**src/rtl/core/jmkc_pkg.sv**
```systemverilog
// shared types, key constants and the key compare function
// no dependencies
`timescale 1ns / 1ps
`default_nettype none

package jmkc_pkg;

  localparam int unsigned WinDepth = 13;
  localparam int unsigned FillW    = $clog2(WinDepth + 1);
  localparam int unsigned KeyBits  = (WinDepth + 1) * 8;

  typedef logic [WinDepth-1:0][7:0] win_t;
  typedef logic [KeyBits-1:0]       key_t;
  typedef logic [FillW-1:0]         fill_t;

  typedef struct packed {
    logic resources;
    logic tools;
    logic capabilities;
    logic version;
  } hits_t;

  // keys are right aligned: last character in the low byte
  localparam key_t        KeyVerA    = key_t'({"\"mcp", 8'h5f, "version\""});
  localparam int unsigned KeyVerALen = 13;
  localparam key_t        KeyVerB    = key_t'("\"mcpVersion\"");
  localparam int unsigned KeyVerBLen = 12;
  localparam key_t        KeyCaps    = key_t'("\"capabilities\"");
  localparam int unsigned KeyCapsLen = 14;
  localparam key_t        KeyTools   = key_t'("\"tools\"");
  localparam int unsigned KeyToolsLen = 7;
  localparam key_t        KeyRes     = key_t'("\"resources\"");
  localparam int unsigned KeyResLen  = 11;

  // key ends at the current byte, window holds older bytes newest first
  function automatic logic key_hit(win_t win, fill_t fill, logic [7:0] cur,
                                   key_t key, int unsigned len);
    logic hit;
    hit = (fill >= FillW'(len - 1)) && (key[7:0] == cur);
    for (int unsigned i = 0; i < WinDepth; i++) begin
      if (i + 1 < len) begin
        hit = hit && (win[i] == key[8*(i+1) +: 8]);
      end
    end
    return hit;
  endfunction

endpackage

`default_nettype wire

```
**src/rtl/core/jmkc_stream_if.sv**
```systemverilog
// valid/ready stream interfaces for the input and result channels
// no dependencies
`timescale 1ns / 1ps
`default_nettype none

interface jmkc_in_if;
  logic       valid;
  logic       ready;
  logic [7:0] data_byte;
  logic       byte_present;
  logic       end_of_body;

  modport source (output valid, output data_byte, output byte_present,
                  output end_of_body, input ready);
  modport sink   (input valid, input data_byte, input byte_present,
                  input end_of_body, output ready);
endinterface

interface jmkc_out_if;
  logic valid;
  logic ready;
  logic manifest_ok;
  logic saw_version;
  logic saw_capabilities;
  logic saw_tools;
  logic saw_resources;

  modport source (output valid, output manifest_ok, output saw_version,
                  output saw_capabilities, output saw_tools,
                  output saw_resources, input ready);
  modport sink   (input valid, input manifest_ok, input saw_version,
                  input saw_capabilities, input saw_tools,
                  input saw_resources, output ready);
endinterface

`default_nettype wire

```
**src/rtl/core/jmkc_window.sv**
```systemverilog
// shift window of recent body bytes with saturating fill count
// depends on jmkc_pkg
`timescale 1ns / 1ps
`default_nettype none

module jmkc_window (
  input  logic             clk_i,
  input  logic             rst_ni,
  input  logic             shift_i,
  input  logic             clear_i,
  input  logic [7:0]       byte_i,
  output jmkc_pkg::win_t   win_o,
  output jmkc_pkg::fill_t  fill_o
);
  import jmkc_pkg::*;

  win_t  win_q, win_d;
  fill_t fill_q, fill_d;

  always_comb begin
    win_d  = win_q;
    fill_d = fill_q;
    if (clear_i) begin
      win_d  = '0;
      fill_d = '0;
    end else if (shift_i) begin
      win_d = {win_q[WinDepth-2:0], byte_i};
      if (fill_q != FillW'(WinDepth)) begin
        fill_d = fill_q + FillW'(1);
      end
    end
  end

  always_ff @(posedge clk_i or negedge rst_ni) begin
    if (!rst_ni) begin
      win_q  <= '0;
      fill_q <= '0;
    end else begin
      win_q  <= win_d;
      fill_q <= fill_d;
    end
  end

  assign win_o  = win_q;
  assign fill_o = fill_q;

endmodule

`default_nettype wire

```
**src/rtl/core/jmkc_matcher.sv**
```systemverilog
// parallel comparators of the window and current byte against the keys
// depends on jmkc_pkg
`timescale 1ns / 1ps
`default_nettype none

module jmkc_matcher (
  input  jmkc_pkg::win_t   win_i,
  input  jmkc_pkg::fill_t  fill_i,
  input  logic [7:0]       byte_i,
  output jmkc_pkg::hits_t  hits_o
);
  import jmkc_pkg::*;

  always_comb begin
    hits_o.version      = key_hit(win_i, fill_i, byte_i, KeyVerA, KeyVerALen) ||
                          key_hit(win_i, fill_i, byte_i, KeyVerB, KeyVerBLen);
    hits_o.capabilities = key_hit(win_i, fill_i, byte_i, KeyCaps, KeyCapsLen);
    hits_o.tools        = key_hit(win_i, fill_i, byte_i, KeyTools, KeyToolsLen);
    hits_o.resources    = key_hit(win_i, fill_i, byte_i, KeyRes, KeyResLen);
  end

endmodule

`default_nettype wire

```
**src/rtl/core/json_manifest_keyword_check_unit.sv**
```systemverilog
// json manifest keyword check: one body byte per beat, verdict on last beat
// result: verdict and valid register as the last beat leaves the input register
// throughput: one beat per cycle via matcher input register, unless a result stalls
// reset: window, fill count, found flags and valid bits clear at once
// depends on jmkc_pkg, jmkc_stream_if, jmkc_window, jmkc_matcher
`timescale 1ns / 1ps
`default_nettype none

module json_manifest_keyword_check_unit (
  input  logic       clk_i,
  input  logic       rst_ni,
  jmkc_in_if.sink    in_i,
  jmkc_out_if.source out_o
);
  import jmkc_pkg::*;

  logic       s1_valid_q;
  logic [7:0] s1_byte_q;
  logic       s1_present_q;
  logic       s1_last_q;
  logic       s1_retire;
  logic       s1_load;
  logic       shift_en;
  logic       clear_en;

  win_t  win;
  fill_t fill;
  hits_t hits;
  hits_t found;
  hits_t flags_q, flags_d;

  logic  out_valid_q, out_valid_d;
  hits_t res_q;

  assign s1_retire  = s1_valid_q && (!s1_last_q || !out_valid_q || out_o.ready);
  assign in_i.ready = !s1_valid_q || s1_retire;
  assign s1_load    = in_i.valid && in_i.ready;
  assign shift_en   = s1_retire && s1_present_q;
  assign clear_en   = s1_retire && s1_last_q;

  jmkc_window u_window (
    .clk_i   (clk_i),
    .rst_ni  (rst_ni),
    .shift_i (shift_en),
    .clear_i (clear_en),
    .byte_i  (s1_byte_q),
    .win_o   (win),
    .fill_o  (fill)
  );

  jmkc_matcher u_matcher (
    .win_i  (win),
    .fill_i (fill),
    .byte_i (s1_byte_q),
    .hits_o (hits)
  );

  assign found = s1_present_q ? (flags_q | hits) : flags_q;

  always_comb begin
    flags_d = flags_q;
    if (clear_en) begin
      flags_d = '0;
    end else if (shift_en) begin
      flags_d = found;
    end
  end

  always_comb begin
    out_valid_d = out_valid_q;
    if (clear_en) begin
      out_valid_d = 1'b1;
    end else if (out_o.ready) begin
      out_valid_d = 1'b0;
    end
  end

  always_ff @(posedge clk_i or negedge rst_ni) begin
    if (!rst_ni) begin
      s1_valid_q  <= 1'b0;
      flags_q     <= '0;
      out_valid_q <= 1'b0;
    end else begin
      if (in_i.ready) begin
        s1_valid_q <= in_i.valid;
      end
      flags_q     <= flags_d;
      out_valid_q <= out_valid_d;
    end
  end

  // payload registers
  always_ff @(posedge clk_i) begin
    if (s1_load) begin
      s1_byte_q    <= in_i.data_byte;
      s1_present_q <= in_i.byte_present;
      s1_last_q    <= in_i.end_of_body;
    end
    if (clear_en) begin
      res_q <= found;
    end
  end

  assign out_o.valid            = out_valid_q;
  assign out_o.manifest_ok      = res_q.version &&
                                  (res_q.capabilities || res_q.tools || res_q.resources);
  assign out_o.saw_version      = res_q.version;
  assign out_o.saw_capabilities = res_q.capabilities;
  assign out_o.saw_tools        = res_q.tools;
  assign out_o.saw_resources    = res_q.resources;

endmodule

`default_nettype wire

```
**src/flat_wrapper.sv**
```systemverilog
// flat-port wrapper written by rule: the top's interface ports become plain ports
module json_manifest_keyword_check_unit_flat import jmkc_pkg::*;
  (clk_i, rst_ni, in_i_valid, in_i_data_byte, in_i_byte_present, in_i_end_of_body, in_i_ready, out_o_valid, out_o_manifest_ok, out_o_saw_version, out_o_saw_capabilities, out_o_saw_tools, out_o_saw_resources, out_o_ready);
  jmkc_in_if in_i_i ();
  jmkc_out_if out_o_i ();
  input  logic clk_i;
  input  logic rst_ni;
  input wire logic [$bits(in_i_i.valid)-1:0] in_i_valid;
  input wire logic [$bits(in_i_i.data_byte)-1:0] in_i_data_byte;
  input wire logic [$bits(in_i_i.byte_present)-1:0] in_i_byte_present;
  input wire logic [$bits(in_i_i.end_of_body)-1:0] in_i_end_of_body;
  output wire logic [$bits(in_i_i.ready)-1:0] in_i_ready;
  output wire logic [$bits(out_o_i.valid)-1:0] out_o_valid;
  output wire logic [$bits(out_o_i.manifest_ok)-1:0] out_o_manifest_ok;
  output wire logic [$bits(out_o_i.saw_version)-1:0] out_o_saw_version;
  output wire logic [$bits(out_o_i.saw_capabilities)-1:0] out_o_saw_capabilities;
  output wire logic [$bits(out_o_i.saw_tools)-1:0] out_o_saw_tools;
  output wire logic [$bits(out_o_i.saw_resources)-1:0] out_o_saw_resources;
  input wire logic [$bits(out_o_i.ready)-1:0] out_o_ready;
  assign in_i_i.valid = in_i_valid;
  assign in_i_i.data_byte = in_i_data_byte;
  assign in_i_i.byte_present = in_i_byte_present;
  assign in_i_i.end_of_body = in_i_end_of_body;
  assign in_i_ready = in_i_i.ready;
  assign out_o_valid = out_o_i.valid;
  assign out_o_manifest_ok = out_o_i.manifest_ok;
  assign out_o_saw_version = out_o_i.saw_version;
  assign out_o_saw_capabilities = out_o_i.saw_capabilities;
  assign out_o_saw_tools = out_o_i.saw_tools;
  assign out_o_saw_resources = out_o_i.saw_resources;
  assign out_o_i.ready = out_o_ready;
  json_manifest_keyword_check_unit u_core (.clk_i(clk_i), .rst_ni(rst_ni), .in_i(in_i_i), .out_o(out_o_i));
endmodule
```
**config.mk**
```make
export PLATFORM = sky130hd
export DESIGN_NAME = json_manifest_keyword_check_unit_flat
export DESIGN_NICKNAME = d
export VERILOG_FILES = /design/src/rtl/core/jmkc_pkg.sv /design/src/rtl/core/jmkc_stream_if.sv /design/src/rtl/core/jmkc_window.sv /design/src/rtl/core/jmkc_matcher.sv /design/src/rtl/core/json_manifest_keyword_check_unit.sv /design/src/flat_wrapper.sv
export SDC_FILE = /design/constraint.sdc
export NUM_CORES = 1
export LEC_CHECK = 0
export ABC_AREA = 1
export BUFFER_PORTS_ARGS = -buffer_cell sky130_fd_sc_hd__clkbuf_2
export CAP_MARGIN = 20
export CELL_PAD_IN_SITES_DETAIL_PLACEMENT = 1
export CELL_PAD_IN_SITES_GLOBAL_PLACEMENT = 1
export CORE_MARGIN = 4
export CORE_UTILIZATION = 53
export CTS_BUF_LIST = sky130_fd_sc_hd__clkbuf_4
export DETAILED_ROUTE_END_ITERATION = 16
export GPL_ROUTABILITY_DRIVEN = 0
export PLACE_DENSITY = 0.94
export SLEW_MARGIN = 15
export SYNTH_ARGS = -nofsm -noshare
export SYNTH_HDL_FRONTEND = slang
export SYNTH_SLANG_ARGS = --single-unit
```
**constraint.sdc**
```tcl
create_clock -name clk_i -period 3.9 [get_ports clk_i]
set_clock_uncertainty 0.1 [all_clocks]
set_input_delay 0 -clock clk_i [delete_from_list [all_inputs] [get_ports clk_i]]
set_output_delay 0 -clock clk_i [all_outputs]
set_load 0.01 [all_outputs]
```
# [Word level (Yosys, flattened, before mapping)]
# Cells that the tools add are included.
[classes] reduce_logical=75 mux=10 eq_ne=44 n_bitwise=1 addsub=1 shift=0 n_mul=0 order_cmp=5 div=0
[op_table] cell="$eq A8 B7 Y1 const B" n=37
[op_table] cell="$mux W104" n=2
[op_table] cell="$logic_and A1 B1 Y1" n=62
[op_table] cell="$eq A8 B6 Y1 const B" n=5
[op_table] cell="$mux W4" n=6
[op_table] cell="$ge A4 B4 Y1 const B" n=4
[op_table] cell="$eq A6 B8 Y1 const A" n=1
[op_table] cell="$logic_or A1 B1 Y1" n=6
[op_table] cell="$reduce_bool A2 Y1" n=3
[op_table] cell="$add A4 B1 Y4 const B" n=1
[op_table] cell="$ge A4 B3 Y1 const B" n=1
[op_table] cell="$ne A4 B4 Y1 const B" n=1
[op_table] cell="$or A4 B4 Y4" n=1
[op_table] cell="$logic_not A1 Y1" n=3
[op_table] cell="$mux W1" n=2
[op_table] cell="$reduce_and A2 Y1" n=1
[word_totals] out_inout_bits=7 mem_bits_ro=0 latchBits=0 ff_bits=128 ramBits=0 mem_count=0

# [Depth between registers and ports, before layout]
# Gate-level depths: netlist of the first run.
[depth] depth_word=19 mapped_depth=12 mapped_depth_nobuf=11

# [Hierarchy]
# From an unflattened synthesis of the first run, not the netlist that was laid out.
[hier_totals] cells_unflattened=747 hier_area_um2=6067.1
[modules_own_cells] mod="jmkc_window" area_each_um2=4224.1 seq_area_each_um2=2702.6 cells_per_inst=442 instances=1
[modules_own_cells] mod="jmkc_matcher" area_each_um2=1113.6 seq_area_each_um2=0.0 cells_per_inst=253 instances=1
[modules_own_cells] mod="json_manifest_keyword_check_unit" area_each_um2=729.4 seq_area_each_um2=570.5 cells_per_inst=52 instances=1

# [Worst setup path before layout of the first run]
# Ideal clock, no wire load.
[synth_path] path_kind="reg2reg" startpoint="register u_core.out_valid_q (netlist: u_core.out_o.valid)" endpoint="register u_core.u_window.win_q (netlist bit u_core.u_window.win_o[101])" path_buffers=2 required_time_ns=3.673 path_stages_with_launch=13 setup_time_ns=0.127 slack_ns=2.252 arrival_ns=1.421 cell_sequence="dfrtp_1 > inv_2 > nor2_2 > nand2_1 > nand2_2 > inv_2 > nand2_4 > inv_2 > nor2_8 > inv_2 > buf_4 > buf_6 > o22ai_2"
[synth_between] elab_chain_cells=6 word_cells_on_any_way=8 cone_classes="mux: 1; reduce/logical: 7"
[synth_lines] element="from (decl)" line_no="json_manifest_keyword_check_unit.sv:32" source="logic out_valid_q, out_valid_d;"
[synth_lines] element="from (signal assigned)" line_no="json_manifest_keyword_check_unit.sv:88" source="out_valid_q <= out_valid_d;"
[synth_lines] element="$logic_not A1 Y1 *" line_no="json_manifest_keyword_check_unit.sv:35" source="assign s1_retire = s1_valid_q && (!s1_last_q || !out_valid_q || out_o.ready);"
[synth_lines] element="$logic_or A1 B1 Y1 * (2 in a row)" line_no="json_manifest_keyword_check_unit.sv:35"
[synth_lines] element="$logic_and A1 B1 Y1 *" line_no="json_manifest_keyword_check_unit.sv:35"
[synth_lines] element="$logic_and A1 B1 Y1 *" line_no="json_manifest_keyword_check_unit.sv:39" source="assign clear_en = s1_retire && s1_last_q;"
[synth_lines] element="via u_core.clear_en" line_no="json_manifest_keyword_check_unit.sv:24" source="logic clear_en;"
[synth_lines] element="$mux W104 / $reduce_bool A2 Y1 (equally long branches)"
[synth_lines] element="to (signal assigned)" line_no="jmkc_window.sv:39" source="win_q <= win_d;"
[synth_lines] element="to (decl)" line_no="jmkc_window.sv:17" source="win_t win_q, win_d;"
# Mark *: on every way through the listed nets, which the timed path passes. The rest lies on a longest branch.
# A chain may end at the register's enable or synchronous reset.

# [Worst setup path after layout of the first run]
[layout_path] startpoint="register u_core.s1_last_q" endpoint="register u_core.u_window.fill_q[1] (netlist: u_core.u_window.fill_o[1])"
[layout_between] elab_chain_cells=7 word_cells_on_any_way=10 cone_classes="mux: 1; reduce/logical: 9"
[layout_lines] element="from (decl)" line_no="json_manifest_keyword_check_unit.sv:20" source="logic s1_last_q;"
[layout_lines] element="from (signal assigned)" line_no="json_manifest_keyword_check_unit.sv:97" source="s1_last_q <= in_i.end_of_body;"
[layout_lines] element="$logic_not A1 Y1" line_no="json_manifest_keyword_check_unit.sv:35"
[layout_lines] element="$logic_or A1 B1 Y1 (2 in a row)" line_no="json_manifest_keyword_check_unit.sv:35"
[layout_lines] element="$logic_and A1 B1 Y1" line_no="json_manifest_keyword_check_unit.sv:35"
[layout_lines] element="$logic_and A1 B1 Y1, on equally long branches" line_no="json_manifest_keyword_check_unit.sv:39, json_manifest_keyword_check_unit.sv:38"
[layout_lines] element="$reduce_bool A2 Y1 (no line)"
[layout_lines] element="$reduce_and A2 Y1 (no line)"
[layout_lines] element="to (signal assigned)" line_no="jmkc_window.sv:40" source="fill_q <= fill_d;"
[layout_lines] element="to (decl)" line_no="jmkc_window.sv:18" source="fill_t fill_q, fill_d;"
# Several ways; a longest one is shown, not always the timed one.

==> out/qor.yml, run 1 <==
clock_network:
  worst_skew_pair.late_latency_ns: 0.58
  cts_hold_buf: 14
  htreeDepth: 4
  cts_resized: 0
  clk_pin_slew_ns: 0.13
  cts_inserted_buffers: 17
  clock-sinks: 128
  cts_root_buf: "clkbuf_4"
  cts_tree: "yes"
  cts_buffer_depth: 2
  cts_setup_buffers: 0
pwr:
  comb_power_share_pct: 11.2
  seqPwrFrac_pct: 56.6
  sw_frac_of_total_pct: 29.5
  p_switching_mw: 0.755
  cellPowerDensity_nw_per_um2: 399
  power.leakage_nw: 2.75
  ir_drop_mv: 0.339
  clockPowerShare_pct: 32.1
  internal_power_mw: 1.80
sta:
  max_slew_margin_pct: 31.9
  period_share_pct: 77.2
  fin_crit_ns: 3.01
  finalMaxSlewViolations: 0
  hold_ws_ns: -0.0155
  fin_setup_tns_ns: 0
  worstMarginPinSlew_ns: 1.02
  hold_viol: 2
  setup_violations: 0
  rsz0062_at_grt: "no"
  fmax_ghz: 0.332
run:
  drv_cap: 0
route:
  ant_nets: 0
  vias: 5040
  vias_per_cell: 5.97
  dr.pass1.iters: 5
  drt_iter0_markers: 447
  drc_errors: 0
  wirelength_microns: 18400
  avgRoutedWirePerCell_microns: 21.8
yosys:
  syn_area_sq_um: 5830
  synth_cells: 655
  synthXorXnorAreaFrac_pct: 0
  ys_warn_count: 0
  ys_ff_latch: 128
  synth_top_family_by_area: "simple AND/OR/NAND/NOR gates"
  synthAdderAreaFrac_pct: 0.644
  syn_nets: 672
  muxShareOfSynthArea_pct: 0
  async_reset_ff_share_pct: 89.1
  synth.avg_cell_area_sq_um: 8.90
  synth_edf_count: 14
  synth_compound_area_share_pct: 14.6
  synthSimpleGateAreaFrac_pct: 18.5
  yosysUniqueCellTypes: 26
  synthFlopType: "dfrtp_1"
  seq_area_frac_synth_pct: 56.2
layout:
  final_area_sq_um: 6410
  n_antenna_cell: 0
  final_nets: 709
  fill_cells: 1262
  drive_above_1_share_pct: 11.4
  areaGrowthSynthToFinish_pct: 10.1
placement:
  portBuffers: 20
  placed_area_sq_um: 6050
  dp_hpwl_microns: 11500
worst_setup_path:
  path_max_fanout: 80
  ff2ff_path_depth: 8
  cp_data_required_time_ns: 4.25
  endpoint_kind: "register"
  r2r_slack_ns: 0.89
  worst_setup_path_start_kind: "register"
  worst_ep_arrival_time_ns: 3.35
  path_class: "register to register"
  r2r_end: "u_core.u_window.fill_o[1]"
  r2r_start: "u_core.s1_last_q"
run_status:
  violations: "hold timing"
  status: "complete, but fails checks"
global_routing:
  antenna_found_initial: 0
  grt_pass1_vias: 5439
  grt_start_max_net_pins: 81
  grt_usage_pct: 31.0
  grt_first_pass_wirelength_microns: 30200
  grt-ovfl-total: 0
floorplanning:
  start_util_pct: 54.0
  die_w_microns: 113
  die_h_microns: 113
  rows: 38
  core_area_sq_um: 10800
  dieArea_sq_um: 12700
  boundaryPins: 21
worst_hold_path:
  holdCritPathClass: "primary input to async pin"
-- cells in the mapped netlist (3+ instances only) --
library cell / number / area [sq um]
a21oi_1: 5 / 25.0
buf_2: 10 / 50.1
clkbuf_1: 7 / 26.3
dfrtp_1: 114 / 2850
edfxtp_1: 14 / 420
ha_1: 3 / 37.5
inv_1: 123 / 462
inv_2: 4 / 15.0
nand2_1: 121 / 454
nand3_1: 16 / 80.1
nand4_1: 16 / 100
nor2_1: 75 / 282
nor3_1: 20 / 100
o21ai_0: 18 / 90.1
o21ai_1: 8 / 40.0
o22ai_1: 70 / 438
o22ai_2: 20 / 250
-- per-layer routing --
layer	wire length [microns]	global-route usage, %
met5	0	0
met4	1100	17.0
met3	902	8.02
met2	9250	51.3
met1	7160	37.0
-- power groups by stage --
stage / logic (mW) / registers (mW) / clock network (mW)
after floorplan: 0.171 / 1.46 / 0
after CTS: 0.272 / 1.44 / 0.809
after detailed placement: 0.255 / 1.47 / 0
after global routing: 0.311 / 1.45 / 0.899
after global placement: 0.238 / 1.46 / 0
final: 0.287 / 1.45 / 0.823
-- cell type report --
class                           instances  area (sq um)  area share [%]
Timing Repair Buffer                   38           285            4.45
Sequential cell                       128          3270            51.0
Tap cell                              140           175            2.73
Inverter                              128           480            7.49
Clock buffer                           21           158            2.46
Multi-Input combinational cell        379          1970            30.7
Clock inverter                         10          71.3            1.11
-- per-stage QoR --
| stage | setup slack (ns) | hold WS [ns] | utilization, % | power, mW | cells |
|---|---|---|---|---|---|
| after global routing | 0.756 | 0.0281 | 59.4 | 2.66 | 844 |
| after detailed placement | 1.34 | -0.195 | 56.0 | 1.72 | 799 |
| final | 0.891 | -0.0155 | 59.4 | 2.56 | 844 |
| after CTS | 1.14 | 0.00975 | 59.4 | 2.53 | 844 |
| after floorplan | 2.25 | -0.396 | - | 1.63 | 655 |
| after global placement | 1.44 | -0.207 | 56.0 | 1.70 | 799 |
-- sequential cells by signal (all words and copies together), names as in the netlist --
name                           count
u_core.flags_q                     4
u_core.out_o.saw_capabilities      1
u_core.out_o.saw_resources         1
u_core.out_o.saw_tools             1
u_core.out_o.saw_version           1
u_core.out_o.valid                 1
u_core.s1_byte_q                   8
u_core.s1_last_q                   1
u_core.s1_present_q                1
u_core.s1_valid_q                  1
u_core.u_window.fill_o             4
u_core.u_window.win_o            104
-- critical path: stages, from the launching register on --
cell	delay (ns)
edfxtp_1	0.53
nand2_1	0.14
nand2_2	0.09
inv_2	0.09
nand2_4	0.10
nand2_4	0.74
clkinv_1	0.61
nand3_1	0.23
o21ai_0	0.17
-- layout by cell type (no fill, tap or decap), types with 5 or more instances in the layout --
cell,n
nand4_1,16
dlygate4sd3_1,14
nand3_1,16
o21ai_1,8
o22ai_2,20
o22ai_1,70
nor3_1,20
o21ai_0,18
dfrtp_1,114
clkbuf_2,19
inv_1,123
nand2_1,121
clkbuf_4,21
a21oi_1,5
edfxtp_1,14
nor2_1,75
clkinv_1,6
-- worst max path at each step --
stage | to | depth (start not counted) | slack, ns | start
4_1_cts | u_core.u_window.fill_o[1] | 8 | 1.14 | u_core.s1_last_q
5_1_grt | u_core.u_window.fill_o[1] | 8 | 0.76 | u_core.s1_last_q
6_report | u_core.u_window.fill_o[1] | 8 | 0.89 | u_core.s1_last_q
3_5_place_dp | u_core.u_window.win_o[0] | 8 | 1.34 | u_core.s1_last_q
2_1_floorplan | u_core.u_window.win_o[101] | 12 | 2.25 | u_core.out_o.valid
3_3_place_gp | u_core.u_window.fill_o[0] | 8 | 1.44 | u_core.s1_last_q
-- logic make-up (layout without fill, tap and decap cells) --
logic type,after synthesis,in the layout
DFF,128,128
adders and majority gates,3,3
buffers and inverters,148,197
and+or+nand+nor,254,254
AOI/OAI and AO/OA,122,122
Power figures use the tool's default switching activity.
==> inputs of run 2 (changes only) <==
- CORE_UTILIZATION: 53 -> 50
- PLACE_DENSITY: 0.94 -> 0.9
- clock period: 3.9 -> 2.85 ns (I/O delays scaled with it)
==> out/qor.yml, run 2 (synthesis results as in run 1) <==
global_routing:
  grt_first_pass_wirelength_microns: 28800  # -4.6%
  grt_usage_pct: 28.8  # -2.2 points
  met3_usage_pct: 5.69  # -2.3 points
  grt_pass1_vias: 5322  # -2.2%
  grt_start_max_net_pins: 65  # -20%
  use_met2_pct: 50.6  # -0.75 points
  grt_busiest_layer: "met2"
  antenna_found_initial: 0  # unchanged
  use_met1_pct: 33.2  # -3.8 points
  grt-ovfl-total: 0  # unchanged
pwr:
  internal_power_mw: 2.74  # +52%
  seqPwrFrac_pct: 51.7  # -4.9 points
  clockPowerShare_pct: 38.1  # +6.0 points
  ir_drop_mv: 0.653  # +92%
  cellPowerDensity_nw_per_um2: 585  # +47%
  power.leakage_nw: 2.81  # +2.2%
  comb_power_share_pct: 10.2  # -1.0 points
  sw_frac_of_total_pct: 28.6  # -0.86 points
  p_switching_mw: 1.10  # +46%
clock_network:
  clock-sinks: 128  # unchanged
  clk_pin_slew_ns: 0.14  # about the same
  cts_buffer_depth: 2  # unchanged
  worst_skew_pair.late_latency_ns: 0.56  # -0.02 ns
  cts_setup_buffers: 0  # unchanged
  cts_resized: 0  # unchanged
  htreeDepth: 4  # unchanged
  cts_inserted_buffers: 17  # unchanged
  cts_tree: "yes"
  cts_root_buf: "clkbuf_4"
layout:
  largest_reg_flops: 104  # unchanged
  mostFrequentLayoutCells: "inv_1, nand2_1, dfrtp_1"
  final_nets: 711  # +0.28%
  n_antenna_cell: 0  # unchanged
  fill_cells: 1377  # +9.1%
  stdcell_count: 850  # +0.71%
  final_area_sq_um: 6560  # +2.2%
  final_common_cell: "inv_1"
  drive_above_1_share_pct: 12.2  # +0.80 points
  areaGrowthSynthToFinish_pct: 12.5
sta:
  hold_viol: 4  # +2
  finalMaxSlewViolations: 0  # unchanged
  timing.final.ws_setup_ns: 0.496  # -0.395 ns
  fin_crit_ns: 2.35  # -0.655 ns
  fmax_ghz: 0.425  # +28%
  hold_ws_ns: -0.00744  # +0.00808 ns
  worstMarginPinSlew_ns: 0.848  # -0.173 ns
  fin_setup_tns_ns: 0  # unchanged
  period_share_pct: 82.6  # +5.4 points
  rsz0062_at_grt: "no"
  setup_violations: 0  # unchanged
  max_slew_margin_pct: 43.5  # +12 points
worst_hold_path:
  holdCritPathClass: "primary input to async pin"
route:
  dr.pass1.iters: 4  # -1
  vias_per_cell: 5.79  # -3.1%
  drt_iter0_markers: 345  # -23%
  wirelength_microns: 17800  # -3.3%
  avgRoutedWirePerCell_microns: 20.9  # -4.0%
  drc_errors: 0  # unchanged
  vias: 4919  # -2.4%
  ant_nets: 0  # unchanged
floorplanning:
  core_area_sq_um: 11400  # +5.8%
  die_h_microns: 116  # +2.7%
  boundaryPins: 21  # unchanged
  die_w_microns: 116  # +2.7%
  start_util_pct: 51.0  # -3.0 points
  dieArea_sq_um: 13400  # +5.6%
  rows: 39  # +2.6%
placement:
  placed_area_sq_um: 6080  # +0.60%
  dpl.cell_count: 803  # +0.50%
  dp_hpwl_microns: 11300  # -1.6%
  pre_cts_slack_ns: 0.594  # -0.748 ns
  portBuffers: 20  # unchanged
worst_setup_path:
  cp_data_required_time_ns: 3.15  # -1.10 ns
  endpoint_kind: "register"
  path_max_fanout: 48  # -40%
  path_class: "register to register"
  worst_ep_arrival_time_ns: 2.65  # -0.70 ns
  worst_setup_path_start_kind: "register"
run_status:
  violations: "hold timing"
  status: "complete, but fails checks"
run:
  drv_cap: 0  # unchanged
==> run 2: changes by cell type in the layout (fill, tap and decap cells not counted), sizes merged, moves of 2 or more <==
cell    change
inv         +2
clkbuf      -3
clkinv      -2
bufinv      +3
==> run 2: through the flow <==
step	total power, mW	util (%)
after floorplan	2.23	-
after global placement	2.33	53.3
after detailed placement	2.37	53.3
after CTS	3.81	57.4
after global routing	3.99	57.4
final	3.84	57.4
==> run 2: cell type report <==
type	instances	area, sq um	share of cell area (%)
well taps	143	179	2.73
repair buffers	40	328	5.00
clock inverters	14	190	2.90
flip-flops and latches	128	3270	49.9
inverters	128	480	7.33
multi-input cells	379	1970	30.1
clock buffers	18	135	2.06
==> run 2: metal layers <==
metal,wire [microns],up-vias
met5,0,-
met4,797,0
met3,780,54
met2,9400,165
met1,6820,2468
li1,-,2232
==> run 2: worst max-delay path: stages, from the launching register on <==
cell,delay (ns)
dfrtp_1,0.42
inv_2,0.08
nor2_2,0.04
nand2_1,0.06
nand2_2,0.08
inv_2,0.08
nand2_4,0.09
nand2_4,0.46
clkinv_1,0.47
nand2_1,0.14
o21ai_1,0.18
==> run 2: final timing paths <==
kind,start,to,slack (ns),cells after the start
min reg2reg,u_core.u_window.win_o[98],u_core.u_window.win_o[98],0.41,2
max in group asynchronous,rst_ni,u_core.u_window.fill_o[3],1.88,3
max reg2reg,u_core.out_o.valid,u_core.u_window.win_o[2],0.50,10
min in group clk_i,in_i_data_byte[2],u_core.s1_byte_q[2],0.05,2
max,u_core.out_o.valid,u_core.u_window.win_o[2],0.50,10
min,rst_ni,u_core.u_window.win_o[68],-0.007,2
==> run 2: repair_timing <==
action | in CTS | in global routing
hold buffers | 15 | 0
hold endpoints to repair | 90 | 0
endpoints found under the setup margin | 0 | 0
==> run 2: power by group through the flow <==
stage	Clock, mW	Combinational (mW)	Sequential, mW
2_1_floorplan	0	0.234	1.99
3_3_place_gp	0	0.335	2.00
3_5_place_dp	0	0.357	2.01
4_1_cts	1.46	0.380	1.97
5_1_grt	1.57	0.428	1.99
6_report	1.46	0.393	1.98
